File: config.mk
export PLATFORM = sky130hd
export DESIGN_NAME = length_prefixed_bit_deframer
export DESIGN_NICKNAME = d
export VERILOG_FILES = /design/src/sv/lpbd_pkg.sv /design/src/sv/lpbd_hdr_parse.sv /design/src/sv/lpbd_rsp_reg.sv /design/src/sv/length_prefixed_bit_deframer.sv
export VERILOG_INCLUDE_DIRS = /design/src /design/src/sv
export SDC_FILE = /design/constraint.sdc
export NUM_CORES = 1
export LEC_CHECK = 0
export ABC_AREA = 1
export BUFFER_PORTS_ARGS = -buffer_cell sky130_fd_sc_hd__buf_2
export CORE_MARGIN = 3
export CORE_UTILIZATION = 23
export DETAILED_ROUTE_END_ITERATION = 10
export PLACE_DENSITY = 0.49
export SETUP_SLACK_MARGIN = 0.2
export SYNTH_ARGS = -nofsm -noshare
export SYNTH_HDL_FRONTEND = slang
export SYNTH_HIERARCHICAL = 1
export SYNTH_SLANG_ARGS = --single-unit
export TNS_END_PERCENT = 30
File: constraint.sdc
create_clock -name clock -period 4.19 [get_ports clock]
set_input_delay 0.2095 -clock clock [delete_from_list [all_inputs] [get_ports clock]]
set_output_delay 0.2095 -clock clock [all_outputs]
set_load 0.02 [all_outputs]
File: src/sv/length_prefixed_bit_deframer_defines.svh
// Assertion macros shared by the deframer RTL.
`ifndef LENGTH_PREFIXED_BIT_DEFRAMER_DEFINES_SVH
`define LENGTH_PREFIXED_BIT_DEFRAMER_DEFINES_SVH

// Same-cycle implication, checked outside reset.
`define LPBD_ASSERT_NOW(label, clk, rst, ante, cons) \
   label: assert property (@(posedge clk) disable iff (rst) (ante) |-> (cons)) \
      else $error("deframer same-cycle check failed");

// Next-cycle implication, checked outside reset.
`define LPBD_ASSERT_NEXT(label, clk, rst, ante, cons) \
   label: assert property (@(posedge clk) disable iff (rst) (ante) |=> (cons)) \
      else $error("deframer next-cycle check failed");

`endif

File: src/sv/lpbd_pkg.sv
// Shared types and constants for the length-prefixed bit deframer.
`default_nettype none
package lpbd_pkg;

   localparam int unsigned HEADER_CHARS_DEF = 10;
   localparam int unsigned SENDER_W = 22;
   localparam int unsigned LEN_W = 32;

   localparam logic [LEN_W-1:0] LEN_CAP = 32'h8000_0000;

   localparam logic [7:0] CHAR_NUL   = 8'd0;
   localparam logic [7:0] CHAR_TAB   = 8'd9;
   localparam logic [7:0] CHAR_CR    = 8'd13;
   localparam logic [7:0] CHAR_SPACE = 8'd32;
   localparam logic [7:0] CHAR_PLUS  = 8'd43;
   localparam logic [7:0] CHAR_MINUS = 8'd45;
   localparam logic [7:0] CHAR_ZERO  = 8'd48;
   localparam logic [7:0] CHAR_NINE  = 8'd57;

   typedef enum logic [1:0] {
      ERR_NONE       = 2'd0,
      ERR_BAD_LENGTH = 2'd1,
      ERR_NO_TERM    = 2'd2
   } err_type;

   typedef struct packed {
      logic load;    // a header character is complete
      logic clear;   // frame done, rearm the parser
   } parse_ctl_type;

   typedef struct packed {
      logic             good;    // length is acceptable after this character
      logic [LEN_W-1:0] length;  // parsed body length
   } parse_stat_type;

   typedef struct packed {
      logic [1:0] ack_count;
      logic       byte_valid;
      logic [7:0] data_byte;
      logic       frame_end;
      err_type    error_code;
   } result_type;

endpackage
`default_nettype wire

File: src/sv/lpbd_hdr_parse.sv
// Header length parser: whitespace, sign, decimal digits, NUL end.
`default_nettype none
module lpbd_hdr_parse (
   input  wire logic                    clock,
   input  wire logic                    reset,
   input  wire lpbd_pkg::parse_ctl_type ctl,
   input  wire logic [7:0]              char_in,
   output lpbd_pkg::parse_stat_type     stat
);
   import lpbd_pkg::*;

   typedef enum logic [1:0] {
      STG_SKIP,
      STG_SIGN,
      STG_DIGITS,
      STG_DONE
   } stage_type;

   stage_type        stage_ff, stage_in;
   logic             neg_ff, neg_in;
   logic             bad_ff, bad_in;
   logic [LEN_W-1:0] accum_ff, accum_in;

   logic             is_digit;
   logic             is_space;
   logic             is_sign;
   logic [LEN_W+3:0] scaled;

   assign is_digit = (char_in >= CHAR_ZERO) && (char_in <= CHAR_NINE);
   assign is_space = (char_in == CHAR_SPACE) || ((char_in >= CHAR_TAB) && (char_in <= CHAR_CR));
   assign is_sign  = (char_in == CHAR_MINUS) || (char_in == CHAR_PLUS);

   // times ten as two shifts, then add the digit
   assign scaled = ({4'b0, accum_ff} << 3) + ({4'b0, accum_ff} << 1)
                 + (LEN_W + 4)'(4'(char_in - CHAR_ZERO));

   always_comb begin
      stage_in = stage_ff;
      neg_in   = neg_ff;
      bad_in   = bad_ff;
      accum_in = accum_ff;
      if (ctl.clear) begin
         stage_in = STG_SKIP;
         neg_in   = 1'b0;
         bad_in   = 1'b0;
         accum_in = '0;
      end else if (ctl.load && (stage_ff != STG_DONE)) begin
         if (char_in == CHAR_NUL) begin
            stage_in = STG_DONE;
         end else if ((stage_ff == STG_SKIP) && is_space) begin
            stage_in = STG_SKIP;
         end else if ((stage_ff == STG_SKIP) && is_sign) begin
            neg_in   = (char_in == CHAR_MINUS);
            stage_in = STG_SIGN;
         end else if (is_digit) begin
            // saturate: anything past the cap is already a bad length
            accum_in = (scaled > {4'b0, LEN_CAP}) ? LEN_CAP : scaled[LEN_W-1:0];
            stage_in = STG_DIGITS;
         end else begin
            bad_in = 1'b1;
         end
      end
   end

   assign stat.good   = !bad_in && !(neg_in && (accum_in != '0)) && !accum_in[LEN_W-1];
   assign stat.length = accum_ff;

   always_ff @(posedge clock) begin
      if (reset) begin
         stage_ff <= STG_SKIP;
         neg_ff   <= 1'b0;
         bad_ff   <= 1'b0;
         accum_ff <= '0;
      end else begin
         stage_ff <= stage_in;
         neg_ff   <= neg_in;
         bad_ff   <= bad_in;
         accum_ff <= accum_in;
      end
   end

endmodule
`default_nettype wire

File: src/sv/lpbd_rsp_reg.sv
// Result register with valid/stall handshake toward the receiver.
`default_nettype none
module lpbd_rsp_reg (
   input  wire logic                 clock,
   input  wire logic                 reset,
   input  wire logic                 load,
   input  wire lpbd_pkg::result_type result,
   input  wire logic                 rsp_stall,
   output logic                      busy,
   output logic                      rsp_valid,
   output logic [1:0]                rsp_ack_count,
   output logic                      rsp_byte_valid,
   output logic [7:0]                rsp_data_byte,
   output logic                      rsp_frame_end,
   output logic [1:0]                rsp_error_code
);
   import lpbd_pkg::*;

   logic       valid_ff, valid_in;
   result_type res_ff, res_in;

   // hold while the receiver stalls a waiting beat
   assign busy     = valid_ff && rsp_stall;
   assign valid_in = load || busy;
   assign res_in   = load ? result : res_ff;

   always_ff @(posedge clock) begin
      if (reset) begin
         valid_ff <= 1'b0;
      end else begin
         valid_ff <= valid_in;
      end
      res_ff <= res_in;
   end

   assign rsp_valid      = valid_ff;
   assign rsp_ack_count  = res_ff.ack_count;
   assign rsp_byte_valid = res_ff.byte_valid;
   assign rsp_data_byte  = res_ff.data_byte;
   assign rsp_frame_end  = res_ff.frame_end;
   assign rsp_error_code = res_ff.error_code;

endmodule
`default_nettype wire

File: src/sv/length_prefixed_bit_deframer.sv
// Length-prefixed bit deframer: framing state, header parse and result register.
//
// Usage: one bit per req_ beat (req_bit_value, req_sender_id). The first bit after
// reset or after a finished frame binds the sender; bits pack LSB-first into bytes.
// The first HEADER_CHARS bytes carry an ASCII decimal length ended by NUL; then
// length+1 body bytes follow, the last of which must be NUL.
// Every accepted beat yields exactly one rsp_ beat: ack_count, byte_valid with
// data_byte, frame_end on a clean finish, and error_code on a bad length header
// or a missing terminator. An error halts the block until reset; halted beats
// still produce an all-zero result.
// Latency: the result of a beat is presented the cycle after it is accepted.
// Throughput: one bit per cycle while rsp_stall holds no waiting result; all per-bit
// work fits between the framing registers and the result register.
// Stall: when rsp_stall holds a waiting result, req_stall rises in the same
// cycle and no new bit is taken until that result is delivered.
// Reset (synchronous, active high) clears the halt, the binding and all framing
// state, and empties the result register.
`default_nettype none
`include "length_prefixed_bit_deframer_defines.svh"
module length_prefixed_bit_deframer #(
   parameter int unsigned HEADER_CHARS = lpbd_pkg::HEADER_CHARS_DEF
) (
   input  wire logic                          clock,
   input  wire logic                          reset,
   input  wire logic                          req_valid,
   output logic                               req_stall,
   input  wire logic                          req_bit_value,
   input  wire logic [lpbd_pkg::SENDER_W-1:0] req_sender_id,
   output logic                               rsp_valid,
   input  wire logic                          rsp_stall,
   output logic [1:0]                         rsp_ack_count,
   output logic                               rsp_byte_valid,
   output logic [7:0]                         rsp_data_byte,
   output logic                               rsp_frame_end,
   output logic [1:0]                         rsp_error_code
);
   import lpbd_pkg::*;

   localparam int unsigned HidxW = $clog2(HEADER_CHARS + 1);

   logic                accept;
   logic                halted_ff, halted_in;
   logic                in_body_ff, in_body_in;
   logic                bound_valid_ff, bound_valid_in;
   logic [SENDER_W-1:0] bound_sender_ff, bound_sender_in;
   logic [2:0]          bit_index_ff, bit_index_in;
   logic [7:0]          byte_shift_ff, byte_shift_in;
   logic [HidxW-1:0]    header_index_ff, header_index_in;
   logic [LEN_W-1:0]    body_count_ff, body_count_in;

   logic           byte_done;
   logic [7:0]     byte_merge;
   logic           hdr_last;
   parse_ctl_type  pctl;
   parse_stat_type pstat;
   result_type     result;

   assign accept     = req_valid && !req_stall;
   assign byte_done  = (bit_index_ff == 3'd7);
   assign byte_merge = byte_shift_ff | (8'(req_bit_value) << bit_index_ff);
   assign hdr_last   = (header_index_ff == HidxW'(HEADER_CHARS - 1));

   always_comb begin
      halted_in       = halted_ff;
      in_body_in      = in_body_ff;
      bound_valid_in  = bound_valid_ff;
      bound_sender_in = bound_sender_ff;
      bit_index_in    = bit_index_ff;
      byte_shift_in   = byte_shift_ff;
      header_index_in = header_index_ff;
      body_count_in   = body_count_ff;
      pctl            = '0;
      result          = '{ack_count: 2'd0, byte_valid: 1'b0, data_byte: 8'd0,
                          frame_end: 1'b0, error_code: ERR_NONE};
      if (accept && !halted_ff) begin
         if (!in_body_ff) begin
            if (!bound_valid_ff) begin
               bound_valid_in  = 1'b1;
               bound_sender_in = req_sender_id;
            end
            result.ack_count = 2'd1;
            // foreign bits in the header are acked but dropped
            if (!bound_valid_ff || (req_sender_id == bound_sender_ff)) begin
               bit_index_in  = bit_index_ff + 3'd1;
               byte_shift_in = byte_done ? 8'd0 : byte_merge;
               if (byte_done) begin
                  pctl.load       = 1'b1;
                  header_index_in = hdr_last ? '0 : header_index_ff + HidxW'(1);
                  if (hdr_last) begin
                     if (pstat.good) begin
                        in_body_in    = 1'b1;
                        body_count_in = '0;
                     end else begin
                        halted_in         = 1'b1;
                        result.ack_count  = 2'd0;
                        result.error_code = ERR_BAD_LENGTH;
                     end
                  end
               end
            end
         end else if (req_sender_id == bound_sender_ff) begin
            result.ack_count = 2'd1;
            bit_index_in     = bit_index_ff + 3'd1;
            byte_shift_in    = byte_done ? 8'd0 : byte_merge;
            if (byte_done) begin
               result.byte_valid = 1'b1;
               result.data_byte  = byte_merge;
               if (body_count_ff == pstat.length) begin
                  if (byte_merge != CHAR_NUL) begin
                     halted_in         = 1'b1;
                     result.ack_count  = 2'd0;
                     result.error_code = ERR_NO_TERM;
                  end else begin
                     // clean finish: rearm for a new sender
                     result.ack_count = 2'd2;
                     result.frame_end = 1'b1;
                     pctl.clear       = 1'b1;
                     in_body_in       = 1'b0;
                     bound_valid_in   = 1'b0;
                     bound_sender_in  = '0;
                     bit_index_in     = 3'd0;
                     byte_shift_in    = 8'd0;
                     header_index_in  = '0;
                     body_count_in    = '0;
                  end
               end else begin
                  body_count_in = body_count_ff + LEN_W'(1);
               end
            end
         end
      end
   end

   always_ff @(posedge clock) begin
      if (reset) begin
         halted_ff       <= 1'b0;
         in_body_ff      <= 1'b0;
         bound_valid_ff  <= 1'b0;
         bound_sender_ff <= '0;
         bit_index_ff    <= 3'd0;
         byte_shift_ff   <= 8'd0;
         header_index_ff <= '0;
         body_count_ff   <= '0;
      end else begin
         halted_ff       <= halted_in;
         in_body_ff      <= in_body_in;
         bound_valid_ff  <= bound_valid_in;
         bound_sender_ff <= bound_sender_in;
         bit_index_ff    <= bit_index_in;
         byte_shift_ff   <= byte_shift_in;
         header_index_ff <= header_index_in;
         body_count_ff   <= body_count_in;
      end
   end

   lpbd_hdr_parse u_parse (
      .clock   (clock),
      .reset   (reset),
      .ctl     (pctl),
      .char_in (byte_merge),
      .stat    (pstat)
   );

   lpbd_rsp_reg u_rsp (
      .clock          (clock),
      .reset          (reset),
      .load           (accept),
      .result         (result),
      .rsp_stall      (rsp_stall),
      .busy           (req_stall),
      .rsp_valid      (rsp_valid),
      .rsp_ack_count  (rsp_ack_count),
      .rsp_byte_valid (rsp_byte_valid),
      .rsp_data_byte  (rsp_data_byte),
      .rsp_frame_end  (rsp_frame_end),
      .rsp_error_code (rsp_error_code)
   );

   `LPBD_ASSERT_NOW(a_frame_end_acks, clock, reset, rsp_valid && rsp_frame_end, (rsp_ack_count == 2'd2) && rsp_byte_valid && (rsp_data_byte == 8'd0))
   `LPBD_ASSERT_NOW(a_error_no_ack, clock, reset, rsp_valid && (rsp_error_code != ERR_NONE), rsp_ack_count == 2'd0)
   `LPBD_ASSERT_NEXT(a_halt_sticky, clock, reset, halted_ff, halted_ff)
   `LPBD_ASSERT_NEXT(a_halted_silent, clock, reset, accept && halted_ff, rsp_valid && (rsp_ack_count == 2'd0) && !rsp_byte_valid && !rsp_frame_end)

endmodule
`default_nettype wire
After elaboration in Yosys (flattened, before gate mapping)
Index checks and enable logic that the tools add are counted.
Cells by class
  add/subtract/negate cells: 6
  $lt $le $gt $ge: 5
  equality and inequality tests: 16
  shift operators: 1
  mux-type cells: 106
  bitwise logic cells: 1
  reduce and logical (&&, ||, !) cells: 40
Operators with widths (count)
  $mux 32: 16
  $mux 22: 6
  $mux 8: 7
  $mux 1: 50
  $add 35x33->36: 1
  $add 36x4->36: 1
  $gt 36x32->1 const B: 1
  $add 32x1->32 const B: 1
  $eq 32x32->1: 1
  $mux 4: 8
  $reduce_bool 32->1: 1
  $mux 14: 2
  $eq 8x6->1 const B: 3
  $eq 22x22->1: 1
  $mux 3: 7
  $mux 2: 10
  $reduce_and 6->1: 2
  $logic_and 1x1->1: 11
  $reduce_and 5->1: 2
  $ge 8x4->1 const B: 1
  $ge 8x6->1 const B: 1
  $le 8x4->1 const B: 1
  $le 8x6->1 const B: 1
  $logic_not 8->1: 1
  22 further kinds: 39
Word-level totals
  register bits: 123
  input bits: 27
  output and inout port bits: 16
  logic and storage cells: 193

Logic depth before layout (Yosys ltp)
  word-level depth: 22
  depth in mapped cells: 40
  depth with buffers taken out: 38

By module
The synthesis kept the hierarchy.
Modules (own cells, without submodules)
  lpbd_hdr_parse: instances 1, cells each 970, area an instance 5255.0 um^2, sequential area each 720.7 um^2
  length_prefixed_bit_deframer: instances 1, cells each 884, area an instance 5011.1 um^2, sequential area each 1441.4 um^2
  lpbd_rsp_reg: instances 1, cells each 19, area an instance 460.4 um^2, sequential area each 440.4 um^2

Least setup slack after synthesis
Ideal clock, no wire load.
  path kind: reg-to-reg
  start: register bit_index_ff[0]
  end: register body_count_ff[20]
  setup time: 114 ps
  arrival time: 4496 ps
  data required time: 4076 ps
  path slack: -420 ps
  cell stages (with the launch flop): 34
  path buffers: 2
  clock period less this slack: 4610 ps
  cell sequence: dfxtp_1 > nand3_1 > o21bai_2 > inv_1 > fa_1 > fa_1 > inv_1 > nand2_1 > nand2_1 > nand3_1 > nand2_2 > nand2_2 > nand2_2 > nand3b_2 > nand3_1 > nand2_1 > nor2_2 > nand3_4 > buf_6 > o21ai_4 > nand2_1 > nor2_1 > nand2_1 > nor2_1 > nand2_1 > a21oi_2 > nor2_1 > nor2_1 > nand3_2 > inv_2 > nand2_4 > nand2_4 > buf_6 > nor2_1
RTL lines
  from (decl): RTL line length_prefixed_bit_deframer.sv:46  | logic [2:0] bit_index_ff, bit_index_in;
  from (signal assigned): RTL line length_prefixed_bit_deframer.sv:149  | bit_index_ff <= bit_index_in;
  to (signal assigned): RTL line length_prefixed_bit_deframer.sv:152  | body_count_ff <= body_count_in;
  to (decl): RTL line length_prefixed_bit_deframer.sv:49  | logic [LEN_W-1:0] body_count_ff, body_count_in;

==> run summary <==
DRC: 0
First-pass GRT wire length: 58,400 um
Max H-tree Level: 4
I/O pin count: 43
WL per Instance: 13.2 um
Fmax achieved: 0.211 GHz
Global Route Usage Sum: 0.144
Initial Utilization: 0.235
WP data arrival: 5.06 ns
Pre-Repair DR Iteration Count: 5
RD Place Congestion: 0.852
Leak pwr: 7.36 nW
Fraction of layout cells with a size suffix above 1: 0.231
Post-route ant nets: 0
WHS: 0.0621 ns
Die area: 49,300 sq um
Clock-pin slew on the worst setup and hold paths: 0.07 ns
Status: finished with violations
Cell Rows: 78
Layout Skew: 0.0123 ns
Yosys top cell area share: 0.233
CP Launch Type: register
Slowest CP cell: fa_2
Hold Buf Count CTS: 0
Root Buffer: clkbuf_16
ANT cells: 0
Initial antenna violation count: 0
Crit path top cell by count: nand2_1
Largest stage delay on the critical path: 0.45 ns
CTS max path bufs: 2
Critical path class: reg2reg
Seq cells post-synth: 123
Die H: 222 um
Vias: 12,200
Max Transition Viols Final: 0
PortBufs: 42
CTS buffer count: 17
Non-filler cells, final: 2,751
Power density cells: 206 nW/um^2
Syn Area/Cell: 5.73 sq um
Routed WL: 36,400 um
Synth Cell Area: 10,700 sq um
Final worst slack: -0.558 ns
Max IR drop VDD: 0.000235 V
Unrepaired setup endpoints after global routing: yes
Largest net degree at the start of global routing: 43
Slew headroom: 0.320
Dpl hpwl: 28,500 um
Crit. End Element: register
Core ar.: 45,700 sq um
Crit Path Max Fanout: 10
Hold Path Class: in2reg
Die width: 222 um
Synth unique cells: 46
Ranking of synthesized cells by area: nand2_1 23%, dfxtp_1 20%, inv_1 9.8%
Seq/Total Area, Yosys: 0.243
Nets: 2,235
Placed insts: 2,691
Mapped Cells: 1,873
DRT iter0 DRCs: 683
CP required: 4.50 ns
Number of global-route vias before repair: 11,300
TritonCTS sink count: 123
Synth area leader: nand2_1
P&R area growth vs syn: 36.3%
Hold Fails Final Rpt: 0
GRT overflow: 0
Failing checks: negative setup slack
Worst Max-Slew Pin Slew: 1.02 ns
Vias per inst: 4.42
Clk_lat worst skew: 0.43 ns
CTS tree: built
Synth Net Count: 1,970
Minimum clock period after layout: 4.75 ns
Final period util: 1.13
Maxcap violations: 0
Yosys warnings: 6
Final setup viols: 36
==> final cells by class <==
cell class              count  area [sq um]
clock buffers              18           450
fillers                  5045         31100
clock inverters            14           134
well taps                 600           751
inverters                 295          1110
flip-flops and latches    123          2610
repair buffers            284          2190
multi-input cells        1417          7370
==> critical path, delay by kind of cell (launching register included) <==
family                   cells  cell delay, ns
AND/OR/NAND/NOR             28            2.33
adder cells (fa/ha/maj)      2            0.86
buffers and inverters        5            0.59
AO/OA/AOI/OAI                3            0.46
flip-flops                   1            0.38
==> metal layers <==
| metal | global-route usage | part of all wire | wire, um | vias to the layer above |
|---|---|---|---|---|
| li1 | - | - | - | 6372 |
| met1 | 0.191 | 0.47 | 17000 | 5543 |
| met2 | 0.245 | 0.48 | 17400 | 204 |
| met3 | 0.0163 | 0.030 | 1100 | 50 |
| met4 | 0.0427 | 0.024 | 874 | 0 |
| met5 | 0 | 0 | 0 | - |
==> final timing paths <==
check / from / endpoint / slack, ns / cells after the start
setup reg to reg: bit_index_ff[0] / body_count_ff[16] / -0.56 / 38
hold / removal: rsp_stall / u_rsp/rsp_valid / 0.06 / 3
setup / recovery: bit_index_ff[0] / body_count_ff[16] / -0.56 / 38
hold reg to reg: halted_ff / halted_ff / 0.46 / 2
==> cell families after synthesis <==
kind of cell    share of synthesized area
compound gates                     0.0699
xor+xnor                          0.00898
fa+ha+maj                          0.0831
buf+inv                             0.125
flops                               0.243
simple gates                        0.471
==> placed cells by master (no fill, tap or decap), drive strengths merged, types with 5 or more instances in the layout <==
cell    netlist  routed
nand3b        6       6
a21oi       102     102
dfxtp       109     109
nand3       136     136
o21ai        23      23
nand2       685     686
nor2        292     293
clkbuf       22      19
ha           68      68
edfxtp       14      14
buf          18     283
clkinv        2       5
inv         293     300
xor2          8       8
nand4        46      46
nor3         29      29
==> timing repair <==
action	4_1_cts	5_1_grt
resized for setup	88	66
endpoints found under the hold margin	0	0
endpoints found under the setup margin	36	39
gates cloned	3	1
pin swaps	27	60
setup buffers	15	9
==> per-stage QoR <==
stage / power, mW / worst slack [ns] / TNS, ns / instance area [sq um] / util
final: 3.01 / -0.558 / -17.12 / 14600 / 0.320
after global routing: 3.13 / -0.874 / -28.63 / 14600 / 0.320
after CTS: 3.03 / -0.513 / -15.40 / 14300 / 0.312
after detailed placement: 1.52 / -0.827 / -25.91 / 13200 / 0.289
after global placement: 1.52 / -0.762 / -24.03 / 13200 / 0.289
after floorplan: 1.43 / -0.0314 / -0.203 / 10800 / -
==> sequential cells by signal, summed over array words and instances, names as in the netlist <==
signal / count
u_rsp/rsp_data_byte: 8
body_count_ff: 32
u_rsp/rsp_valid: 1
bound_sender_ff: 22
u_rsp/rsp_byte_valid: 1
bit_index_ff: 3
bound_valid_ff: 1
u_rsp/rsp_error_code: 2
u_parse/stage_ff: 2
header_index_ff: 4
u_rsp/rsp_ack_count: 2
byte_shift_ff: 8
u_parse/neg_ff: 1
in_body_ff: 1
u_parse/accum_ff: 32
halted_ff: 1
u_rsp/rsp_frame_end: 1
u_parse/bad_ff: 1
==> where the power goes <==
part | internal (mW) | total [mW] | switching (mW)
clock | 0.865 | 1.50 | 0.635
sequential | 1.22 | 1.23 | 0.0179
combinational | 0.0980 | 0.280 | 0.182
==> cell usage after synthesis, drive strengths merged <==
cell type  count
a21oi        102
o21ai         23
nand4         46
nand3b         6
o22ai          1
nor2         292
and2           1
a21boi         1
clkinv         2
edfxtp        14
a31oi          2
dfxtp        109
o211ai         1
o21a           1
xor2           8
fa             2
inv          293
o21bai         2
and3           2
or2            1
xnor2          3
nor4           3
nand3        136
clkbuf        22
ha            68
nor3          29
nand2        685
buf           18
Power figures use the tool's default switching activity.
